==> src/ftoc_pkg.sv <==
// Shared types and constants of the foot torque orientation controller.
// No dependencies; used by every RTL module of the block.
`timescale 1ns / 1ps

package ftoc_pkg;

   localparam int TORQUE_W = 32;
   localparam int ERR_W    = TORQUE_W + 1;
   localparam int ANGLE_W  = 17;
   localparam int ANGLE_X_W = 15;
   localparam int DT_W     = 24;

   // Clamp bounds in Q16.16 (0.2, 0.7, 0.5 truncated)
   localparam logic signed [ANGLE_W-1:0] X_LO = -17'sd13107;
   localparam logic signed [ANGLE_W-1:0] X_HI =  17'sd13107;
   localparam logic signed [ANGLE_W-1:0] Y_LO = -17'sd45875;
   localparam logic signed [ANGLE_W-1:0] Y_HI =  17'sd32768;

   // Error change saturates to +/-(2^32 - 1)
   localparam logic signed [ERR_W:0] DE_HI =  34'sh0_FFFF_FFFF;
   localparam logic signed [ERR_W:0] DE_LO = -34'sh0_FFFF_FFFF;

   // Rate term saturates to a 40-bit signed range
   localparam logic signed [49:0] RATE_HI =  50'sd549755813887;
   localparam logic signed [49:0] RATE_LO = -50'sd549755813888;

   localparam logic [DT_W-1:0] TIME_STEP_RESET = 24'd83886;

   typedef enum logic [1:0] {
      CSR_PROP_GAIN,
      CSR_DERIV_GAIN,
      CSR_LEAK_GAIN,
      CSR_TIME_STEP
   } ftoc_csr_type;

   // Step commands from the controller to the datapath
   typedef struct packed {
      logic capture;
      logic mul1;
      logic mul2;
      logic mul3;
      logic finish;
   } ftoc_cmd_type;

endpackage

==> src/ftoc_ctrl.sv <==
// Sequencer of the foot torque orientation controller.
// Depends on ftoc_pkg for the command struct.
`timescale 1ns / 1ps

module ftoc_ctrl (
   input  logic                  clock,
   input  logic                  reset,
   input  logic                  req_tvalid,
   output logic                  req_tready,
   output logic                  rsp_tvalid,
   input  logic                  rsp_tready,
   output ftoc_pkg::ftoc_cmd_type cmd
);

   typedef enum logic [2:0] {
      ST_IDLE,
      ST_MUL1,
      ST_MUL2,
      ST_MUL3,
      ST_FINISH
   } state_type;

   state_type state_ff, state_in;
   logic      rsp_valid_ff, rsp_valid_in;
   logic      finish_go;
   logic      accept;

   // output slot is free or is being emptied this cycle
   assign finish_go  = !rsp_valid_ff || rsp_tready;
   assign req_tready = (state_ff == ST_IDLE) || ((state_ff == ST_FINISH) && finish_go);
   assign accept     = req_tvalid && req_tready;
   assign rsp_tvalid = rsp_valid_ff;

   assign cmd.capture = accept;
   assign cmd.mul1    = (state_ff == ST_MUL1);
   assign cmd.mul2    = (state_ff == ST_MUL2);
   assign cmd.mul3    = (state_ff == ST_MUL3);
   assign cmd.finish  = (state_ff == ST_FINISH) && finish_go;

   always_comb begin
      state_in     = state_ff;
      rsp_valid_in = rsp_valid_ff;
      if (rsp_tready) begin
         rsp_valid_in = 1'b0;
      end
      unique case (state_ff)
         ST_IDLE: begin
            if (accept) begin
               state_in = ST_MUL1;
            end
         end
         ST_MUL1: state_in = ST_MUL2;
         ST_MUL2: state_in = ST_MUL3;
         ST_MUL3: state_in = ST_FINISH;
         ST_FINISH: begin
            if (finish_go) begin
               rsp_valid_in = 1'b1;
               state_in     = accept ? ST_MUL1 : ST_IDLE;
            end
         end
         default: state_in = ST_IDLE;
      endcase
   end

   always_ff @(posedge clock) begin
      if (reset) begin
         state_ff     <= ST_IDLE;
         rsp_valid_ff <= 1'b0;
      end else begin
         state_ff     <= state_in;
         rsp_valid_ff <= rsp_valid_in;
      end
   end

endmodule

==> config.mk <==
export PLATFORM = sky130hd
export DESIGN_NAME = ftoc_ctrl
export DESIGN_NICKNAME = d
export VERILOG_FILES = /design/src/ftoc_pkg.sv /design/src/ftoc_ctrl.sv
export SDC_FILE = /design/constraint.sdc
export NUM_CORES = 1
export LEC_CHECK = 0
export CAP_MARGIN = 40
export CORE_AREA = 2 2 39 41
export CTS_BUF_LIST = sky130_fd_sc_hd__clkbuf_4
export CTS_CLUSTER_DIAMETER = 40
export DETAILED_ROUTE_END_ITERATION = 12
export DIE_AREA = 0 0 41 43
export DONT_BUFFER_PORTS = 1
export HOLD_SLACK_MARGIN = 0.06
export PLACE_DENSITY_LB_ADDON = 0.12
export SYNTH_ARGS = -nofsm -noshare
export SYNTH_HDL_FRONTEND = slang
export SYNTH_SLANG_ARGS = --single-unit
==> constraint.sdc <==
create_clock -name clock -period 1.34 [get_ports clock]
set_clock_uncertainty 0.2 [all_clocks]
set_input_delay 0.201 -clock clock [delete_from_list [all_inputs] [get_ports clock]]
set_output_delay 0.201 -clock clock [all_outputs]
set_load 0.02 [all_outputs]
==> results.md <==
- CTS Buf Count: 3
- Filler cells: about 160
- Arrival time worst endpoint: approximately 1.1 ns
- CTS root buf: clkbuf_4
- Die X: around 40 µm
- Slew HR: ~88%
- Most frequent cells in the layout: buf_4 (9), nor2_1 (4), clkbuf_4 (3)
- Mapped Nets: 29
- Crit path time final: ~1.5 ns
- Max Freq: slightly below 700 MHz
- Final period util: 109%
- Finished Cell Area: 399 µm²
- DR vias: approximately 230
- Final Util: between 20% and 30%
- Detailed Place HPWL: roughly 380 µm
- Number of port buffers: 0
- Max Slew Vio Count: 0
- Sequential cell area fraction in the yosys report: about a third
- Max_cap viols: 0
- Placeable Area: 1380 µm²
- Routed WL: approximately 530 µm
- TritonCTS clock tree: yes
- Synth Area per Inst: 9.11 µm²
- Worst-path clk slew: 0.04 ns
- Worst vdd ir: 352 µV
- Fin Hold WS: approximately 0.0063 ns
- Initial drt markers: 0
- Final net count: 44
- Clk Latency, worst-skew pair: roughly 0.23 ns
- Seq cells post-synth: 4
- Wire length per cell: just under 10 µm
- Critical Path RT: 0.94 ns
- Commonest non-fill, non-tap cell in the layout: buf_4
- Cell Pwr Density: approximately 1000 nW/µm²
- Status: finished, violations left
- Area of the mapped netlist: 228 µm²
- I/O pins: 11
- RSZ-0062 raised after global routing: true
- Area growth, synth to finish: 75.3%
- Sequential cell area: roughly 90 µm²
- Setup Viol. Count Final: 6
- Post-Syn Instances: 25
- Initial antenna violation count: 0
- Routed Antenna Nets: 0
- CP startpoint kind: flip-flop
- Share of layout cells above drive strength 1: roughly two thirds
- Initial DRT Pass Iterations: 1
- Overflow after GRT: 0
- Largest net degree at the start of global routing: 9
- H-tree levels: 1
- Num rows: 14
- Vias in the first global route: ~210
- Multi-input logic area: between 150 and 200 µm²
- Leakage power: ~0.17 nW
- CTS Hold Bufs: 2
- Drt via density: roughly 4.2
- Global-route wire length before repair: around 830 µm
- Synth unique cells: 16
- Ys Warns: 0
- Clock sinks: 4
- Final GP Congestion: roughly 0.69
- Die Area: 1760 µm²
- Worst hold path class: primary input to flip-flop
- Setup ws final: -0.122 ns
- Die height: roughly 43 µm
- Crit Path Category: flip-flop to primary output
- GRT Total Usage: slightly below 8%
- Worst slew pin tran: around 0.18 ns
- # DRC: 0
- Fin. Hold Viols: 0
- Crit path capture type: primary output
- Failing checks: negative setup slack
- Placed cell areas: ~300 µm²
- CTS Buffer Depth: 2
- Diode count: 0
- Initial Utilization: between 15 and 20%
- CP max FO: 7
- Place WS: about 0.037 ns
==> state kept, by name, indices dropped and copies added, names as in the netlist <==
name	flops
state_ff	3
rsp_tvalid	1
==> where the power goes <==
group | switching [mW] | internal, mW | total, mW | leakage [nW]
Clock | 0.0477 | 0.100 | 0.148 | 0.0138
Sequential | 0.0149 | 0.128 | 0.143 | 0.0350
Combinational | 0.0538 | 0.0710 | 0.125 | 0.125
==> timing repair <==
action	in CTS	in global routing
pin swaps	1	2
setup buffers	2	1
hold endpoints to repair	4	1
setup endpoints to repair	6	7
gates resized for setup	6	3
==> per-layer routing <==
metal | wire length, µm | global-route usage, %
met5 | 0 | 0
met4 | 0 | 8.00
met3 | 44 | 4.71
met2 | 256 | 9.38
met1 | 232 | 8.71
==> Yosys cell counts <==
cell | count | area (µm²)
xnor2_1 | 1 | 8.76
a31oi_1 | 1 | 6.26
and2_1 | 1 | 6.26
dfxtp_1 | 4 | 80.1
nor2_1 | 4 | 15.0
nor2_2 | 1 | 6.26
a21boi_2 | 1 | 11.3
nor2b_4 | 1 | 13.8
nor3_1 | 1 | 5.00
o21ai_0 | 1 | 5.00
nand2_1 | 1 | 3.75
buf_4 | 3 | 22.5
and3b_1 | 1 | 8.76
nor3b_1 | 2 | 15.0
a21oi_1 | 1 | 5.00
nor4b_2 | 1 | 15.0
==> logic make-up (layout without fill, tap and decap cells) <==
| group | after synthesis | after routing | share of synthesized area, % |
|---|---|---|---|
| AOI/OAI and AO/OA | 4 | 4 | 12.1 |
| DFF | 4 | 4 | 35.2 |
| and+or+nand+nor | 13 | 13 | 39.0 |
| buffers and inverters | 3 | 16 | 9.89 |
| xor gates and xnor gates | 1 | 1 | 3.85 |
==> path summary, 6_finish.rpt <==
| path | startpoint | endpoint | slack, ns | cells past startpoint |
|---|---|---|---|---|
| worst max-delay path | state_ff[1] | cmd[4] | -0.12 | 3 |
| worst max register to register | state_ff[0] | state_ff[2] | 0.08 | 5 |
| worst min register to register | state_ff[1] | state_ff[1] | 0.39 | 2 |
| worst min-delay path | rsp_tready | rsp_tvalid | 0.006 | 3 |
==> critical path, stage by stage (launching register included) <==
cell,delay [ns]
dfxtp_4,0.36
nor2_4,0.10
a21boi_4,0.18
and2_4,0.18
==> through the flow <==
stage	cells	setup TNS (ns)	total power [mW]
global route	54	-0.760	0.449
detailed placement	46	0	0.244
CTS	53	-0.630	0.423
floorplan	25	-0.0715	0.218
finish	54	-0.402	0.415
global placement	46	0	0.242
==> area by class of cell <==
cell class              count  share of cell area, %
repair buffers             13                   27.6
flip-flops and latches      4                   22.6
multi-input cells          18                   39.2
clock buffers               3                   5.64
well taps                  16                   5.02
Power figures use the tool's default switching activity.
